==> config.mk <==
export PLATFORM = sky130hd
export DESIGN_NAME = hms_countdown_timer_core_flat
export DESIGN_NICKNAME = d
export VERILOG_FILES = /design/src/design/hms_pkg.sv /design/src/design/hms_if.sv /design/src/design/hms_csr.sv /design/src/design/hms_step.sv /design/src/design/hms_countdown_timer_core.sv /design/src/flat_wrapper.sv
export SDC_FILE = /design/constraint.sdc
export NUM_CORES = 1
export LEC_CHECK = 0
export BUFFER_PORTS_ARGS = -buffer_cell sky130_fd_sc_hd__buf_2
export CAP_MARGIN = 20
export CORE_AREA = 2 2 125 127
export DETAILED_ROUTE_END_ITERATION = 10
export DIE_AREA = 0 0 127 129
export PLACE_DENSITY = 0.56
export SETUP_SLACK_MARGIN = 0.2
export SLEW_MARGIN = 20
export SYNTH_ARGS = -nofsm -noshare
export SYNTH_HDL_FRONTEND = slang
export SYNTH_HIERARCHICAL = 1
export SYNTH_SLANG_ARGS = --single-unit
==> constraint.sdc <==
create_clock -name clock -period 4 [get_ports clock]
set_input_delay 0.4 -clock clock [delete_from_list [all_inputs] [get_ports clock]]
set_output_delay 0.4 -clock clock [all_outputs]
set_load 0.01 [all_outputs]
==> src/design/hms_pkg.sv <==
// ----------------------------------------------------------------------------
// hms_pkg
// Shared widths, codes and types of the hours:minutes:seconds countdown timer.
// ----------------------------------------------------------------------------
package hms_pkg;

   localparam int HoursWidth   = 7;
   localparam int MinutesWidth = 6;
   localparam int SecondsWidth = 6;
   localparam int OpWidth      = 2;
   localparam int ButtonCount  = 5;
   localparam int LimitWidth   = 7;
   localparam int CsrDataWidth = 32;
   localparam int CsrAddrWidth = 2;

   localparam logic [LimitWidth-1:0]   HourLimitReset = LimitWidth'(24);
   localparam logic [LimitWidth-1:0]   HourLimitMax   = LimitWidth'(99);
   localparam logic [MinutesWidth-1:0] MinuteMax      = MinutesWidth'(59);
   localparam logic [SecondsWidth-1:0] SecondMax      = SecondsWidth'(59);

   // button positions
   localparam int BtnRun     = 0;
   localparam int BtnClear   = 1;
   localparam int BtnHours   = 2;
   localparam int BtnMinutes = 3;
   localparam int BtnSeconds = 4;

   // register indexes
   localparam int RegHourLimit = 0;

   typedef enum logic [OpWidth-1:0] {
      OP_BUTTON = 2'd0,
      OP_COUNT  = 2'd1,
      OP_BLINK  = 2'd2
   } op_type;

   typedef struct packed {
      logic [HoursWidth-1:0]   hours;
      logic [MinutesWidth-1:0] minutes;
      logic [SecondsWidth-1:0] seconds;
      logic                    running;
      logic                    alarm;
      logic [ButtonCount-1:0]  press_seen;
      logic                    led_a;
      logic                    led_b;
   } timer_state_type;

endpackage

==> src/design/hms_if.sv <==
// ----------------------------------------------------------------------------
// hms_req_if / hms_rsp_if
// Valid/ready channels carrying timer events in and timer status out.
// ----------------------------------------------------------------------------
interface hms_req_if;
   logic                              valid;
   logic                              ready;
   logic [hms_pkg::OpWidth-1:0]       op;
   logic [hms_pkg::ButtonCount-1:0]   buttons;

   modport source (output valid, output op, output buttons, input ready);
   modport sink   (input valid, input op, input buttons, output ready);
endinterface

interface hms_rsp_if;
   logic                              valid;
   logic                              ready;
   logic [hms_pkg::HoursWidth-1:0]    hours;
   logic [hms_pkg::MinutesWidth-1:0]  minutes;
   logic [hms_pkg::SecondsWidth-1:0]  seconds;
   logic                              running;
   logic                              alarm;
   logic                              led_a;
   logic                              led_b;

   modport source (output valid, output hours, output minutes, output seconds,
                   output running, output alarm, output led_a, output led_b,
                   input ready);
   modport sink   (input valid, input hours, input minutes, input seconds,
                   input running, input alarm, input led_a, input led_b,
                   output ready);
endinterface

==> src/design/hms_csr.sv <==
// ----------------------------------------------------------------------------
// hms_csr
// APB-style register port holding the hour limit.
// ----------------------------------------------------------------------------
module hms_csr (
   input  logic                               clock,
   input  logic                               reset,
   input  logic                               psel,
   input  logic                               penable,
   input  logic                               pwrite,
   input  logic [hms_pkg::CsrAddrWidth-1:0]   paddr,
   input  logic [hms_pkg::CsrDataWidth-1:0]   pwdata,
   output logic [hms_pkg::CsrDataWidth-1:0]   prdata,
   output logic                               pready,
   output logic [hms_pkg::LimitWidth-1:0]     hour_limit
);

   localparam logic [hms_pkg::CsrAddrWidth-1:0] HourLimitAddr =
      hms_pkg::CsrAddrWidth'(hms_pkg::RegHourLimit * 4);

   logic [hms_pkg::LimitWidth-1:0] limit_ff;
   logic [hms_pkg::LimitWidth-1:0] limit_in;
   logic                           wr_en;

   assign pready = 1'b1;
   assign wr_en  = psel && penable && pwrite && pready;

   always_comb begin
      limit_in = limit_ff;
      if (wr_en && (paddr == HourLimitAddr)) begin
         limit_in = pwdata[hms_pkg::LimitWidth-1:0];
      end
   end

   always_ff @(posedge clock) begin
      if (reset) begin
         limit_ff <= hms_pkg::HourLimitReset;
      end else begin
         limit_ff <= limit_in;
      end
   end

   assign prdata     = {{(hms_pkg::CsrDataWidth-hms_pkg::LimitWidth){1'b0}}, limit_ff};
   assign hour_limit = limit_ff;

endmodule

==> src/design/hms_step.sv <==
// ----------------------------------------------------------------------------
// hms_step
// Next-state logic of the timer for one event: buttons, count tick, blink tick.
// ----------------------------------------------------------------------------
module hms_step (
   input  hms_pkg::timer_state_type          cur,
   input  logic [hms_pkg::OpWidth-1:0]       op,
   input  logic [hms_pkg::ButtonCount-1:0]   buttons,
   input  logic [hms_pkg::LimitWidth-1:0]    hour_limit,
   output hms_pkg::timer_state_type          nxt
);

   logic [hms_pkg::LimitWidth-1:0]   lim;
   logic [hms_pkg::ButtonCount-1:0]  pressed;
   logic [hms_pkg::ButtonCount-1:0]  act;
   logic                             run_after;
   logic [hms_pkg::HoursWidth-1:0]   h_clr;
   logic [hms_pkg::MinutesWidth-1:0] m_clr;
   logic [hms_pkg::SecondsWidth-1:0] s_clr;
   logic [hms_pkg::HoursWidth:0]     h_inc;
   logic [hms_pkg::MinutesWidth:0]   m_inc;
   logic [hms_pkg::SecondsWidth:0]   s_inc;

   assign lim     = (hour_limit > hms_pkg::HourLimitMax) ? hms_pkg::HourLimitMax : hour_limit;
   assign pressed = ~buttons;

   // run/pause first, then set buttons only while stopped
   always_comb begin
      act                 = '0;
      act[hms_pkg::BtnRun] = pressed[hms_pkg::BtnRun] && !cur.press_seen[hms_pkg::BtnRun];
      run_after           = cur.running ^ act[hms_pkg::BtnRun];
      for (int b = 1; b < hms_pkg::ButtonCount; b++) begin
         act[b] = pressed[b] && !cur.press_seen[b] && !run_after;
      end
   end

   assign h_clr = act[hms_pkg::BtnClear] ? '0 : cur.hours;
   assign m_clr = act[hms_pkg::BtnClear] ? '0 : cur.minutes;
   assign s_clr = act[hms_pkg::BtnClear] ? '0 : cur.seconds;
   assign h_inc = {1'b0, h_clr} + (hms_pkg::HoursWidth+1)'(1);
   assign m_inc = {1'b0, m_clr} + (hms_pkg::MinutesWidth+1)'(1);
   assign s_inc = {1'b0, s_clr} + (hms_pkg::SecondsWidth+1)'(1);

   always_comb begin
      nxt = cur;
      case (op)
         hms_pkg::OP_BUTTON: begin
            if (cur.alarm) begin
               if (pressed[hms_pkg::BtnClear]) begin
                  nxt.alarm   = 1'b0;
                  nxt.running = 1'b0;
                  nxt.led_a   = 1'b0;
                  nxt.led_b   = 1'b0;
               end
            end else begin
               nxt.running    = run_after;
               nxt.press_seen = (cur.press_seen | act) & pressed;
               nxt.hours      = h_clr;
               nxt.minutes    = m_clr;
               nxt.seconds    = s_clr;
               if (act[hms_pkg::BtnHours]) begin
                  nxt.hours = (h_inc > {1'b0, lim}) ? '0 : h_inc[hms_pkg::HoursWidth-1:0];
               end
               if (act[hms_pkg::BtnMinutes]) begin
                  nxt.minutes = (m_inc > {1'b0, hms_pkg::MinuteMax}) ? '0 :
                                m_inc[hms_pkg::MinutesWidth-1:0];
               end
               if (act[hms_pkg::BtnSeconds]) begin
                  nxt.seconds = (s_inc > {1'b0, hms_pkg::SecondMax}) ? '0 :
                                s_inc[hms_pkg::SecondsWidth-1:0];
               end
            end
         end
         hms_pkg::OP_COUNT: begin
            if (cur.running && !cur.alarm) begin
               if (cur.seconds != '0) begin
                  nxt.seconds = cur.seconds - hms_pkg::SecondsWidth'(1);
               end else if (cur.minutes != '0 || cur.hours != '0) begin
                  nxt.seconds = hms_pkg::SecondMax;
                  if (cur.minutes == '0) begin
                     nxt.minutes = hms_pkg::MinuteMax;
                     nxt.hours   = cur.hours - hms_pkg::HoursWidth'(1);
                  end else begin
                     nxt.minutes = cur.minutes - hms_pkg::MinutesWidth'(1);
                  end
               end else begin
                  nxt.alarm = 1'b1;
                  nxt.led_a = 1'b1;
                  nxt.led_b = 1'b0;
               end
            end
         end
         hms_pkg::OP_BLINK: begin
            if (cur.alarm) begin
               nxt.led_a = !cur.led_a;
               nxt.led_b = !cur.led_b;
            end
         end
         default: begin
            nxt = cur;
         end
      endcase
   end

endmodule

==> src/design/hms_countdown_timer_core.sv <==
// ----------------------------------------------------------------------------
// hms_countdown_timer_core
// Button-set hours:minutes:seconds countdown timer with blinking alarm LEDs.
// ----------------------------------------------------------------------------
// Returns exactly one status transaction for each transaction taken, in
// order: the event is captured in an input register, then applied to the
// timer state once the response register is free or being read; the state
// doubles as the response register. The state update is one pass of short
// logic, so the sustained rate is one transaction per cycle while
// rsp_bus.ready is high. While a finished response waits for rsp_bus.ready,
// the input register takes one more transaction, then the input stalls
// until the response leaves. The hour limit is written through the APB-style
// port (register 0 at byte address 0, reset 24) while no transaction is in
// flight; the user must ensure this, as the block does not enforce it.
module hms_countdown_timer_core (
   input  logic                              clock,
   input  logic                              reset,
   hms_req_if.sink                           req_bus,
   hms_rsp_if.source                         rsp_bus,
   input  logic                              psel,
   input  logic                              penable,
   input  logic                              pwrite,
   input  logic [hms_pkg::CsrAddrWidth-1:0]  paddr,
   input  logic [hms_pkg::CsrDataWidth-1:0]  pwdata,
   output logic [hms_pkg::CsrDataWidth-1:0]  prdata,
   output logic                              pready
);

   logic [hms_pkg::LimitWidth-1:0]   hour_limit;

   logic                             in_valid_ff;
   logic                             in_valid_in;
   logic [hms_pkg::OpWidth-1:0]      in_op_ff;
   logic [hms_pkg::ButtonCount-1:0]  in_buttons_ff;
   logic                             out_valid_ff;
   logic                             out_valid_in;
   hms_pkg::timer_state_type         state_ff;
   hms_pkg::timer_state_type         state_in;
   hms_pkg::timer_state_type         step_nxt;
   logic                             advance;
   logic                             req_take;

   hms_csr u_csr (
      .clock      (clock),
      .reset      (reset),
      .psel       (psel),
      .penable    (penable),
      .pwrite     (pwrite),
      .paddr      (paddr),
      .pwdata     (pwdata),
      .prdata     (prdata),
      .pready     (pready),
      .hour_limit (hour_limit)
   );

   hms_step u_step (
      .cur        (state_ff),
      .op         (in_op_ff),
      .buttons    (in_buttons_ff),
      .hour_limit (hour_limit),
      .nxt        (step_nxt)
   );

   assign advance       = in_valid_ff && (!out_valid_ff || rsp_bus.ready);
   assign req_bus.ready = !in_valid_ff || advance;
   assign req_take      = req_bus.valid && req_bus.ready;

   always_comb begin
      in_valid_in  = req_take || (in_valid_ff && !advance);
      out_valid_in = advance || (out_valid_ff && !rsp_bus.ready);
      state_in     = advance ? step_nxt : state_ff;
   end

   always_ff @(posedge clock) begin
      if (reset) begin
         in_valid_ff  <= 1'b0;
         out_valid_ff <= 1'b0;
         state_ff     <= '0;
      end else begin
         in_valid_ff  <= in_valid_in;
         out_valid_ff <= out_valid_in;
         state_ff     <= state_in;
      end
   end

   // input payload
   always_ff @(posedge clock) begin
      if (req_take) begin
         in_op_ff      <= req_bus.op;
         in_buttons_ff <= req_bus.buttons;
      end
   end

   assign rsp_bus.valid   = out_valid_ff;
   assign rsp_bus.hours   = state_ff.hours;
   assign rsp_bus.minutes = state_ff.minutes;
   assign rsp_bus.seconds = state_ff.seconds;
   assign rsp_bus.running = state_ff.running;
   assign rsp_bus.alarm   = state_ff.alarm;
   assign rsp_bus.led_a   = state_ff.led_a;
   assign rsp_bus.led_b   = state_ff.led_b;

endmodule

==> src/flat_wrapper.sv <==
// flat-port wrapper written by rule: the top's interface ports become plain ports
module hms_countdown_timer_core_flat 
  (clock, reset, psel, penable, pwrite, paddr, pwdata, prdata, pready, req_bus_valid, req_bus_op, req_bus_buttons, req_bus_ready, rsp_bus_valid, rsp_bus_hours, rsp_bus_minutes, rsp_bus_seconds, rsp_bus_running, rsp_bus_alarm, rsp_bus_led_a, rsp_bus_led_b, rsp_bus_ready);
  hms_req_if req_bus_i ();
  hms_rsp_if rsp_bus_i ();
  input  logic clock;
  input  logic reset;
  input  logic psel;
  input  logic penable;
  input  logic pwrite;
  input  logic [hms_pkg::CsrAddrWidth-1:0] paddr;
  input  logic [hms_pkg::CsrDataWidth-1:0] pwdata;
  output logic [hms_pkg::CsrDataWidth-1:0] prdata;
  output logic pready;
  input wire logic [$bits(req_bus_i.valid)-1:0] req_bus_valid;
  input wire logic [$bits(req_bus_i.op)-1:0] req_bus_op;
  input wire logic [$bits(req_bus_i.buttons)-1:0] req_bus_buttons;
  output wire logic [$bits(req_bus_i.ready)-1:0] req_bus_ready;
  output wire logic [$bits(rsp_bus_i.valid)-1:0] rsp_bus_valid;
  output wire logic [$bits(rsp_bus_i.hours)-1:0] rsp_bus_hours;
  output wire logic [$bits(rsp_bus_i.minutes)-1:0] rsp_bus_minutes;
  output wire logic [$bits(rsp_bus_i.seconds)-1:0] rsp_bus_seconds;
  output wire logic [$bits(rsp_bus_i.running)-1:0] rsp_bus_running;
  output wire logic [$bits(rsp_bus_i.alarm)-1:0] rsp_bus_alarm;
  output wire logic [$bits(rsp_bus_i.led_a)-1:0] rsp_bus_led_a;
  output wire logic [$bits(rsp_bus_i.led_b)-1:0] rsp_bus_led_b;
  input wire logic [$bits(rsp_bus_i.ready)-1:0] rsp_bus_ready;
  assign req_bus_i.valid = req_bus_valid;
  assign req_bus_i.op = req_bus_op;
  assign req_bus_i.buttons = req_bus_buttons;
  assign req_bus_ready = req_bus_i.ready;
  assign rsp_bus_valid = rsp_bus_i.valid;
  assign rsp_bus_hours = rsp_bus_i.hours;
  assign rsp_bus_minutes = rsp_bus_i.minutes;
  assign rsp_bus_seconds = rsp_bus_i.seconds;
  assign rsp_bus_running = rsp_bus_i.running;
  assign rsp_bus_alarm = rsp_bus_i.alarm;
  assign rsp_bus_led_a = rsp_bus_i.led_a;
  assign rsp_bus_led_b = rsp_bus_i.led_b;
  assign rsp_bus_i.ready = rsp_bus_ready;
  hms_countdown_timer_core u_core (.clock(clock), .reset(reset), .req_bus(req_bus_i), .rsp_bus(rsp_bus_i), .psel(psel), .penable(penable), .pwrite(pwrite), .paddr(paddr), .pwdata(pwdata), .prdata(prdata), .pready(pready));
endmodule
Word-level counts from Yosys, hierarchy flattened
Index checks and enable logic that the tools add are counted.
W data, S select, Z words.
{"block": "word_totals", "reg_bits": 44, "input_bits": 48, "output_inout_bits": 58}
{"block": "op_classes", "add_sub_neg": 6, "order_cmp": 4, "eq_ne": 13, "n_mux": 32, "bitwise": 5, "reduce_logical": 50}
{"op": "$mux W19", "n": 3}
{"op": "$mux W6", "n": 8}
{"op": "$pmux W19 S2", "n": 1}
{"op": "$mux W7", "n": 5}
{"op": "$logic_and A1 B1 Y1", "n": 17}
{"op": "$ne A2 B2 Y1 const B", "n": 8}
{"op": "$add A6 B1 Y7 const B", "n": 2}
{"op": "$gt A7 B6 Y1 const B", "n": 2}
{"op": "$mux W2", "n": 7}
{"op": "$logic_not A1 Y1", "n": 13}
{"op": "$mux W13", "n": 1}
{"op": "$reduce_bool A6 Y1", "n": 2}
{"op": "$sub A6 B1 Y6 const B", "n": 2}
{"op": "$reduce_and A5 Y1", "n": 2}
{"op": "$add A7 B1 Y8 const B", "n": 1}
{"op": "$gt A8 B7 Y1", "n": 1}
{"op": "$reduce_and A8 Y1", "n": 1}
{"op": "$gt A7 B7 Y1 const B", "n": 1}
{"op": "$reduce_and A7 Y1", "n": 1}
{"op": "$reduce_bool A7 Y1", "n": 1}
{"op": "$sub A7 B1 Y7 const B", "n": 1}
{"op": "$logic_not A6 Y1", "n": 1}
{"op": "$pmux W2 S3", "n": 1}
{"op": "$reduce_and A3 Y1", "n": 2}
{"op": "other kinds (16)", "n": 26}

Depth between registers and ports, before layout
Gate-level depths: netlist of run 1.
{"block": "logic_depth", "depth_word": 12, "mapped_depth": 18}

Cells and area by module
Netlist of run 1, hierarchy kept.
{"module": "hms_step", "instances": 1, "cells_per_inst": 331, "area_per_inst_um2": 2145.8, "seq_area_each_um2": 0.0}
{"module": "hms_countdown_timer_core", "instances": 1, "cells_per_inst": 157, "area_per_inst_um2": 1696.6, "seq_area_each_um2": 810.8}
{"module": "hms_csr", "instances": 1, "cells_per_inst": 67, "area_per_inst_um2": 570.5, "seq_area_each_um2": 140.1}

Worst setup path after synthesis of run 1
Ideal clock, no wire load.
{"block": "synth_path", "path_type": "reg-to-reg", "from": "register u_core/in_buttons_ff[0] in the netlist's numbering", "to": "register u_core.state_ff (netlist bit u_core/rsp_bus.hours[2])", "arrival_time_ns": 3.645, "t_required_ns": 3.928, "path_slack_ns": 0.284, "stages_incl_launch_ff": 18, "n_path_buf": 1, "path_cell_list": "edfxtp_1 > o21a_1 > nor3_2 > buf_2 > nor2_1 > ha_1 > nand3_1 > xor2_1 > nor2_1 > ha_1 > nand3_1 > nor3_1 > o21ai_1 > a311oi_2 > a311oi_1 > a211oi_1 > nand2b_1 > mux2i_1"}
{"element": "from (decl)", "line": "hms_countdown_timer_core.sv:34", "text": "logic [hms_pkg::ButtonCount-1:0] in_buttons_ff;"}
{"element": "from (signal assigned)", "line": "hms_countdown_timer_core.sv:90", "text": "in_buttons_ff <= req_bus.buttons;"}
{"element": "to (signal assigned)", "line": "hms_countdown_timer_core.sv:82", "text": "state_ff <= state_in;"}
{"element": "to (decl)", "line": "hms_countdown_timer_core.sv:37", "text": "hms_pkg::timer_state_type state_ff;"}

==> results of run 1 <==
-- routing by layer --
metal	global-route usage (%)	vias to the layer above	part of all wire, %
li1	-	1928	-
met1	18.8	1825	49
met2	22.0	119	46
met3	1.58	13	3.9
met4	4.52	0	1.5
met5	0	-	0
-- sequential cells by signal (all words and copies together), names as in the netlist --
| register | count |
|---|---|
| u_core/rsp_bus.minutes | 6 |
| u_core/rsp_bus.seconds | 6 |
| u_core/rsp_bus.led_a | 1 |
| u_core/u_csr/hour_limit | 7 |
| u_core/rsp_bus.led_b | 1 |
| u_core/in_valid_ff | 1 |
| u_core/rsp_bus.hours | 7 |
| u_core/rsp_bus.alarm | 1 |
| u_core/state_ff | 5 |
| u_core/in_op_ff | 2 |
| u_core/rsp_bus.running | 1 |
| u_core/rsp_bus.valid | 1 |
| u_core/in_buttons_ff | 5 |
-- synthesized netlist by cell type, types with 4 or more instances --
master,number
sky130_fd_sc_hd__nor3_1,13
sky130_fd_sc_hd__o21ai_1,4
sky130_fd_sc_hd__and3_1,5
sky130_fd_sc_hd__inv_1,20
sky130_fd_sc_hd__buf_4,54
sky130_fd_sc_hd__nor2_1,45
sky130_fd_sc_hd__a211o_1,4
sky130_fd_sc_hd__edfxtp_1,7
sky130_fd_sc_hd__ha_1,16
sky130_fd_sc_hd__mux2i_1,38
sky130_fd_sc_hd__buf_2,4
sky130_fd_sc_hd__a211oi_1,8
sky130_fd_sc_hd__nand2b_1,71
sky130_fd_sc_hd__a31oi_1,8
sky130_fd_sc_hd__or3_1,4
sky130_fd_sc_hd__xor2_1,6
sky130_fd_sc_hd__o21ai_0,22
sky130_fd_sc_hd__nand3_1,19
sky130_fd_sc_hd__o31ai_1,4
sky130_fd_sc_hd__xnor2_1,6
sky130_fd_sc_hd__nor2b_1,4
sky130_fd_sc_hd__a21oi_1,24
sky130_fd_sc_hd__nand2_1,32
sky130_fd_sc_hd__clkbuf_1,16
sky130_fd_sc_hd__o211ai_1,4
sky130_fd_sc_hd__dfxtp_1,37
-- final timing paths --
| check | startpoint | end | slack (ps) | depth (start not counted) |
|---|---|---|---|---|
| setup reg to reg | u_core/in_buttons_ff[1]$_DFFE_PP_ | u_core/rsp_bus.hours[1]$_SDFFE_PP0P_ | 470 | 17 |
| setup / recovery | u_core/in_buttons_ff[1]$_DFFE_PP_ | u_core/rsp_bus.hours[1]$_SDFFE_PP0P_ | 470 | 17 |
| hold reg to reg | u_core/u_csr/hour_limit[0]$_SDFFE_PP0P_ | u_core/u_csr/hour_limit[0]$_SDFFE_PP0P_ | 490 | 2 |
| hold / removal | req_bus_buttons[3] | u_core/in_buttons_ff[3]$_DFFE_PP_ | 280 | 1 |
-- timing repair --
action,in CTS,in global routing
endpoints found under the hold margin,0,0
endpoints found under the setup margin,2,7
gates resized for setup,1,3
hold buffers,0,0
pin swaps,0,3
setup buffers,0,4
-- where the power goes --
group	total, mW	switching (mW)	internal (mW)
combinational	0.183	0.109	0.0737
clock	0.478	0.184	0.294
sequential	0.474	0.0151	0.459
-- stage by stage --
step                      power (mW)  std cells  instance area [um^2]  hold WS (ps)  setup WS [ps]
after floorplan                0.632        579                  4500           458            284
after global placement         0.655        748                  4510           475            215
after detailed placement       0.657        748                  4510           480            260
after CTS                       1.14        756                  4680           274            232
after global routing            1.18        761                  4760           278            233
final                           1.13        761                  4760           281            472
-- logic make-up after synthesis --
family	count (synthesis)	synth area share [%]
AND/OR/NAND/NOR	230	30.2
AO/OA/AOI/OAI	113	18.1
buffers and inverters	99	14.2
flip-flops	44	21.5
multiplexers	39	8.87
adder cells (fa/ha/maj)	16	4.54
XOR/XNOR	12	2.38
other	2	0.170
-- layout by cell type, fill, tap and decap left out, types with 4 or more instances in the layout --
cell type                    n
sky130_fd_sc_hd__nand2b_1   71
sky130_fd_sc_hd__buf_2      54
sky130_fd_sc_hd__nor2_1     45
sky130_fd_sc_hd__mux2i_1    38
sky130_fd_sc_hd__dfxtp_1    37
sky130_fd_sc_hd__nand2_1    32
sky130_fd_sc_hd__conb_1     26
sky130_fd_sc_hd__a21oi_1    24
sky130_fd_sc_hd__o21ai_0    22
sky130_fd_sc_hd__inv_1      20
sky130_fd_sc_hd__nand3_1    19
sky130_fd_sc_hd__ha_1       16
sky130_fd_sc_hd__nor3_1     12
sky130_fd_sc_hd__buf_4      10
sky130_fd_sc_hd__a211oi_1    8
sky130_fd_sc_hd__a31oi_1     8
sky130_fd_sc_hd__edfxtp_1    7
sky130_fd_sc_hd__xor2_1      6
sky130_fd_sc_hd__xnor2_1     6
sky130_fd_sc_hd__clkbuf_16   5
sky130_fd_sc_hd__and3_1      5
sky130_fd_sc_hd__o21ai_1     4
sky130_fd_sc_hd__or3_1       4
sky130_fd_sc_hd__o31ai_1     4
sky130_fd_sc_hd__a211o_1     4
sky130_fd_sc_hd__nor2b_1     4
sky130_fd_sc_hd__o211ai_1    4
-- area by class of cell --
class,instances,area [um^2],share of cell area [%]
Inverter,20,75.1,1.58
Tap cell,188,235,4.94
Timing Repair Buffer,65,373,7.83
Sequential cell,44,951,20.0
Multi-Input combinational cell,436,2960,62.1
Clock inverter,3,42.5,0.894
Clock buffer,5,125,2.63
==> flow_results.xml, run 1 <==
<?xml version="1.0" encoding="UTF-8"?>
<metrics>
  <group name="status">
    <metric name="outcome" unit="">complete, no violations</metric>
  </group>
  <group name="place">
    <metric name="finalWeightedCongestion" unit="">0.886</metric>
    <metric name="portBuffers" unit="">54</metric>
    <metric name="dp_hpwl" unit="mm">8.11</metric>
  </group>
  <group name="worst_setup_path">
    <metric name="critical_path.slowest_cell" unit="">sky130_fd_sc_hd__edfxtp_1</metric>
    <metric name="timing.critical_path.cells" unit="">or2_2 &gt; nor3_4 &gt; nor2_1 &gt; ha_1 &gt; nand3_1 &gt; xor2_1 &gt; nor2_1 &gt; ha_1 &gt; nand3_1 &gt; o21bai_1 &gt; a311oi_2 &gt; a311oi_4 &gt; buf_4 &gt; o2111ai_1 &gt; o221ai_1 &gt; nand2b_1 &gt; mux2i_1</metric>
    <metric name="critPathBufInv" unit="">1</metric>
    <metric name="critPathRequiredTime" unit="ps">4220</metric>
    <metric name="crit_path_end_kind" unit="">flip-flop</metric>
    <metric name="crit_path_max_cell_delay" unit="ps">450</metric>
    <metric name="crit_path_start_kind" unit="">flip-flop</metric>
    <metric name="arrival" unit="ps">3750</metric>
    <metric name="worstPathMaxFanout" unit="">6</metric>
    <metric name="setup.worst_path.class" unit="">flip-flop to flip-flop</metric>
    <metric name="cpLargestDelayFamily" unit="">simple AND/OR/NAND/NOR gates</metric>
  </group>
  <group name="floorplan">
    <metric name="placeableCoreArea" unit="um^2">15000</metric>
    <metric name="floorplan.die.height" unit="um">129</metric>
    <metric name="ioPinCount" unit="">106</metric>
    <metric name="fp.dieArea" unit="um^2">16400</metric>
    <metric name="fp-row-count" unit="">45</metric>
    <metric name="initial_utilization" unit="%">29.5</metric>
    <metric name="die_w" unit="um">127</metric>
  </group>
  <group name="drt">
    <metric name="first_pass_iters" unit="">5</metric>
    <metric name="detail_route.drc_violations" unit="">0</metric>
    <metric name="post_drt_via_cell_ratio" unit="">5.11</metric>
    <metric name="routed_wl" unit="mm">11.3</metric>
    <metric name="route.vias.total" unit="">3885</metric>
    <metric name="drt-initial-drc-count" unit="">293</metric>
    <metric name="remaining_number_of_nets_flagged_by_the_antenna_check_after_routing" unit="">0</metric>
    <metric name="wl_per_cell" unit="um">14.9</metric>
  </group>
  <group name="cts">
    <metric name="clk_pin_slew_worst_paths" unit="ps">60</metric>
    <metric name="tritoncts" unit="">done</metric>
    <metric name="ctsRootBufferMaster" unit="">sky130_fd_sc_hd__clkbuf_16</metric>
    <metric name="cts.sink_count" unit="">44</metric>
    <metric name="number_of_buffers_on_the_longest_clock_path" unit="">2</metric>
    <metric name="clock_latency" unit="ps">300</metric>
    <metric name="cts_inserted_buffers" unit="">5</metric>
    <metric name="ctsHtreeMaxLevel" unit="">2</metric>
  </group>
  <group name="layout">
    <metric name="n_antenna_cell" unit="">0</metric>
    <metric name="fillCellCount" unit="">1563</metric>
    <metric name="final_util" unit="%">31.8</metric>
    <metric name="final_nets" unit="">636</metric>
    <metric name="layout-drive-gt1-share" unit="%">17.3</metric>
    <metric name="area_growth" unit="%">7.85</metric>
  </group>
  <group name="timing">
    <metric name="final-hold-violation-count" unit="">0</metric>
    <metric name="timing.final.setup_violations" unit="">0</metric>
    <metric name="worst_slew_margin_rel" unit="%">38.6</metric>
    <metric name="grt_setup_unrepaired" unit="">false</metric>
    <metric name="fin_max_slew_vios" unit="">0</metric>
    <metric name="clock.fmax" unit="MHz">283</metric>
    <metric name="clock-skew-final" unit="ps">10.9</metric>
    <metric name="min_period_over_period" unit="%">88.2</metric>
    <metric name="max_slew.worst_pin.slew" unit="ps">921</metric>
    <metric name="setup_tns" unit="ps">0</metric>
    <metric name="fin_crit" unit="ps">3530</metric>
  </group>
  <group name="grt">
    <metric name="antenna_found_initial" unit="">0</metric>
    <metric name="grt_pass1_vias" unit="">3669</metric>
    <metric name="maximum_number_of_pins_on_one_net_before_global_route_repair" unit="">73</metric>
    <metric name="grt_util_all_layers" unit="%">13.6</metric>
    <metric name="global_route_wire_length_before_repair" unit="mm">18.3</metric>
    <metric name="global_route.overflow_total" unit="">0</metric>
  </group>
  <group name="synthesis">
    <metric name="synth_top_cell_area_share" unit="%">16.8</metric>
    <metric name="synth_largest_area_cell" unit="">sky130_fd_sc_hd__dfxtp_1</metric>
    <metric name="syn_area" unit="um^2">4410</metric>
    <metric name="synthTopCellsByArea" unit="">sky130_fd_sc_hd__dfxtp_1 (17%), sky130_fd_sc_hd__nand2b_1 (10%), sky130_fd_sc_hd__buf_4 (9.2%)</metric>
    <metric name="post_synth.cell_area_avg" unit="um^2">7.95</metric>
    <metric name="synth-edff-count" unit="">7</metric>
    <metric name="ys_async_sr_fraction" unit="%">0</metric>
    <metric name="ys.flop_type" unit="">sky130_fd_sc_hd__dfxtp_1</metric>
    <metric name="ys_seq_elements" unit="">44</metric>
    <metric name="netlist-cell-type-count" unit="">78</metric>
    <metric name="synth-seq-area-share" unit="%">21.5</metric>
    <metric name="synthesis.instances" unit="">555</metric>
    <metric name="ys_warn_count" unit="">6</metric>
  </group>
  <group name="pwr">
    <metric name="leakagePower" unit="nW">1.84</metric>
    <metric name="worst_ir_drop_vdd" unit="uV">138</metric>
    <metric name="power-per-cell-area" unit="nW/um^2">238</metric>
  </group>
  <group name="worst_hold_path">
    <metric name="worst_hold_path_type" unit="">primary input to flip-flop</metric>
  </group>
  <group name="run">
    <metric name="max_cap_viol_count" unit="">0</metric>
  </group>
</metrics>
Note: power is estimated with default switching activity, not from simulation.
==> run 2, diff against run 1 <==
PLACE_DENSITY = default   (was 0.56)
==> run 2 against run 1 <==
Effect of this change: combinational power is essentially flat; sequential share of layout area shrank 0.099 points; maximum frequency shrank 1.6%; critical path type unchanged; largest cell class unchanged.
==> flow_results.xml, run 2 (synthesis gave the netlist of run 1 again) <==
<?xml version="1.0" encoding="UTF-8"?>
<metrics>
  <group name="layout">
    <metric name="area_growth" unit="%">8.39</metric>
    <metric name="layout-drive-gt1-share" unit="%">17.9</metric>
    <metric name="final_util" unit="%">31.9</metric>
    <metric name="most-common-layout-cells" unit="">sky130_fd_sc_hd__nand2b_1 (71), sky130_fd_sc_hd__buf_2 (54), sky130_fd_sc_hd__nor2_1 (45)</metric>
    <metric name="n_antenna_cell" unit="">0</metric>
    <metric name="layout.cells.most_common" unit="">sky130_fd_sc_hd__nand2b_1</metric>
    <metric name="layoutNonFillerInstCount" unit="">763</metric>
    <metric name="final_nets" unit="">638</metric>
  </group>
  <group name="pwr">
    <metric name="pwr-share-clk" unit="%">42.5</metric>
    <metric name="fraction_of_power_consumed_by_sequential_logic" unit="%">41.3</metric>
    <metric name="p_sw" unit="mW">0.317</metric>
    <metric name="total_power" unit="mW">1.15</metric>
    <metric name="swShare" unit="%">27.6</metric>
    <metric name="power-per-cell-area" unit="nW/um^2">240</metric>
    <metric name="power.internal" unit="mW">0.831</metric>
    <metric name="p_comb_share" unit="%">16.1</metric>
    <metric name="leakagePower" unit="nW">1.85</metric>
    <metric name="worst_ir_drop_vdd" unit="uV">236</metric>
  </group>
  <group name="drt">
    <metric name="drt-initial-drc-count" unit="">398</metric>
    <metric name="remaining_number_of_nets_flagged_by_the_antenna_check_after_routing" unit="">0</metric>
    <metric name="post_drt_via_cell_ratio" unit="">5.09</metric>
    <metric name="route.vias.total" unit="">3880</metric>
    <metric name="detail_route.drc_violations" unit="">0</metric>
    <metric name="wl_per_cell" unit="um">14.8</metric>
    <metric name="first_pass_iters" unit="">5</metric>
    <metric name="routed_wl" unit="mm">11.3</metric>
  </group>
  <group name="cts">
    <metric name="clk_pin_slew_worst_paths" unit="ps">70</metric>
    <metric name="ctsRootBufferMaster" unit="">sky130_fd_sc_hd__clkbuf_16</metric>
    <metric name="cts_hold_repair.buffers" unit="">0</metric>
    <metric name="cts_inserted_buffers" unit="">5</metric>
    <metric name="clock_latency" unit="ps">300</metric>
    <metric name="ctsHtreeMaxLevel" unit="">2</metric>
    <metric name="number_of_buffers_on_the_longest_clock_path" unit="">2</metric>
    <metric name="tritoncts" unit="">done</metric>
    <metric name="cts.sink_count" unit="">44</metric>
  </group>
  <group name="worst_setup_path">
    <metric name="arrival" unit="ps">3770</metric>
    <metric name="worstRegToRegCells" unit="">17</metric>
    <metric name="critPathRequiredTime" unit="ps">4180</metric>
    <metric name="crit_path_end_kind" unit="">flip-flop</metric>
    <metric name="critical_path.slowest_cell" unit="">sky130_fd_sc_hd__edfxtp_1</metric>
    <metric name="crit_path_start_kind" unit="">flip-flop</metric>
    <metric name="timing.critical_path.cells" unit="">o21a_1 &gt; nor3_4 &gt; nor2_1 &gt; ha_1 &gt; nand3_1 &gt; xor2_1 &gt; nor2_1 &gt; ha_1 &gt; nand3_1 &gt; o21bai_1 &gt; a311oi_2 &gt; a311oi_4 &gt; buf_4 &gt; and2_1 &gt; a32o_1 &gt; nand2b_1 &gt; mux2i_1</metric>
    <metric name="crit_path_max_cell_delay" unit="ps">470</metric>
    <metric name="worstPathMaxFanout" unit="">6</metric>
    <metric name="setup.worst_path.class" unit="">flip-flop to flip-flop</metric>
  </group>
  <group name="run">
    <metric name="max_cap_viol_count" unit="">0</metric>
  </group>
  <group name="place">
    <metric name="placedCellCount" unit="">750</metric>
    <metric name="dp_hpwl" unit="mm">8.09</metric>
    <metric name="finalWeightedCongestion" unit="">0.935</metric>
    <metric name="portBuffers" unit="">54</metric>
  </group>
  <group name="floorplan">
    <metric name="ioPinCount" unit="">106</metric>
    <metric name="initial_utilization" unit="%">29.5</metric>
    <metric name="fp.dieArea" unit="um^2">16400</metric>
    <metric name="die_w" unit="um">127</metric>
    <metric name="fp-row-count" unit="">45</metric>
    <metric name="placeableCoreArea" unit="um^2">15000</metric>
    <metric name="floorplan.die.height" unit="um">129</metric>
  </group>
  <group name="timing">
    <metric name="fin_crit" unit="ps">3590</metric>
    <metric name="grt_setup_unrepaired" unit="">false</metric>
    <metric name="timing.final.setup_violations" unit="">0</metric>
    <metric name="final-hold-violation-count" unit="">0</metric>
    <metric name="min_period_over_period" unit="%">89.7</metric>
    <metric name="max_slew.worst_pin.slew" unit="ps">898</metric>
    <metric name="clock-skew-final" unit="ps">15.3</metric>
    <metric name="fin_max_slew_vios" unit="">0</metric>
    <metric name="clock.fmax" unit="MHz">279</metric>
    <metric name="setup_tns" unit="ps">0</metric>
    <metric name="worst_slew_margin_rel" unit="%">40.1</metric>
  </group>
  <group name="grt">
    <metric name="global_route_wire_length_before_repair" unit="mm">18.1</metric>
    <metric name="grt_pass1_vias" unit="">3389</metric>
    <metric name="maximum_number_of_pins_on_one_net_before_global_route_repair" unit="">73</metric>
    <metric name="grt_util_all_layers" unit="%">13.5</metric>
    <metric name="antenna_found_initial" unit="">0</metric>
    <metric name="global_route.overflow_total" unit="">0</metric>
  </group>
  <group name="worst_hold_path">
    <metric name="worst_hold_path_type" unit="">primary input to flip-flop</metric>
    <metric name="whs_path_depth" unit="">1</metric>
  </group>
  <group name="status">
    <metric name="outcome" unit="">complete, no violations</metric>
  </group>
</metrics>
-- run 2: path summary, 6_finish.rpt --
| path | from | to | slack (ps) |
|---|---|---|---|
| setup / recovery | u_core/in_buttons_ff[0]$_DFFE_PP_ | u_core/rsp_bus.hours[6]$_SDFFE_PP0P_ | 410 |
| hold / removal | req_bus_buttons[1] | u_core/in_buttons_ff[1]$_DFFE_PP_ | 280 |
| setup reg to reg | u_core/in_buttons_ff[0]$_DFFE_PP_ | u_core/rsp_bus.hours[6]$_SDFFE_PP0P_ | 410 |
| hold reg to reg | u_core/u_csr/hour_limit[0]$_SDFFE_PP0P_ | u_core/u_csr/hour_limit[0]$_SDFFE_PP0P_ | 490 |
-- run 2: critical path, delay by kind of cell, from the launching register on --
family | cells | cell delay [ps]
compound gates | 5 | 1160
fa+ha+maj | 2 | 550
flops | 1 | 470
mux | 1 | 60
xor+xnor | 1 | 140
simple gates | 7 | 910
buf+inv | 1 | 170
-- run 2: layout make-up --
type	instances	area [um^2]
Tap cell	188	235
Clock inverter	3	46.3
Fill cell	1597	10200
Inverter	20	75.1
Sequential cell	44	951
Multi-Input combinational cell	436	2960
Timing Repair Buffer	67	388
Clock buffer	5	125
-- run 2: per-layer routing --
layer  global-route usage (%)  share of wire, %  up-vias  routed length (um)
met5                        0                 0        -                   0
met4                     3.23               1.4        0                 153
met3                     1.91               3.6       11                 409
met2                     21.3                45      116                5100
met1                     19.5                50     1805                5610
li1                         -                 -     1948                   -
-- run 2: repair_timing --
item / 4_1_cts / 5_1_grt
endpoints found under the hold margin: 0 / 0
resized for setup: 0 / 4
setup buffers: 0 / 4
setup endpoints to repair: 0 / 8
-- run 2: power groups by stage --
stage | clock (mW) | combinational [mW] | sequential (mW)
6_report | 0.488 | 0.185 | 0.475
4_1_cts | 0.505 | 0.174 | 0.474
5_1_grt | 0.524 | 0.201 | 0.476
3_3_place_gp | 0 | 0.173 | 0.484
2_1_floorplan | 0 | 0.154 | 0.477
3_5_place_dp | 0 | 0.174 | 0.485
-- run 2: metrics by stage --
stage | setup WS, ps | instance area, um^2 | hold slack [ps]
global route | 206 | 4780 | 267
finish | 413 | 4780 | 281
detailed placement | 242 | 4530 | 481
CTS | 201 | 4700 | 273
global placement | 240 | 4530 | 479
floorplan | 284 | 4500 | 458
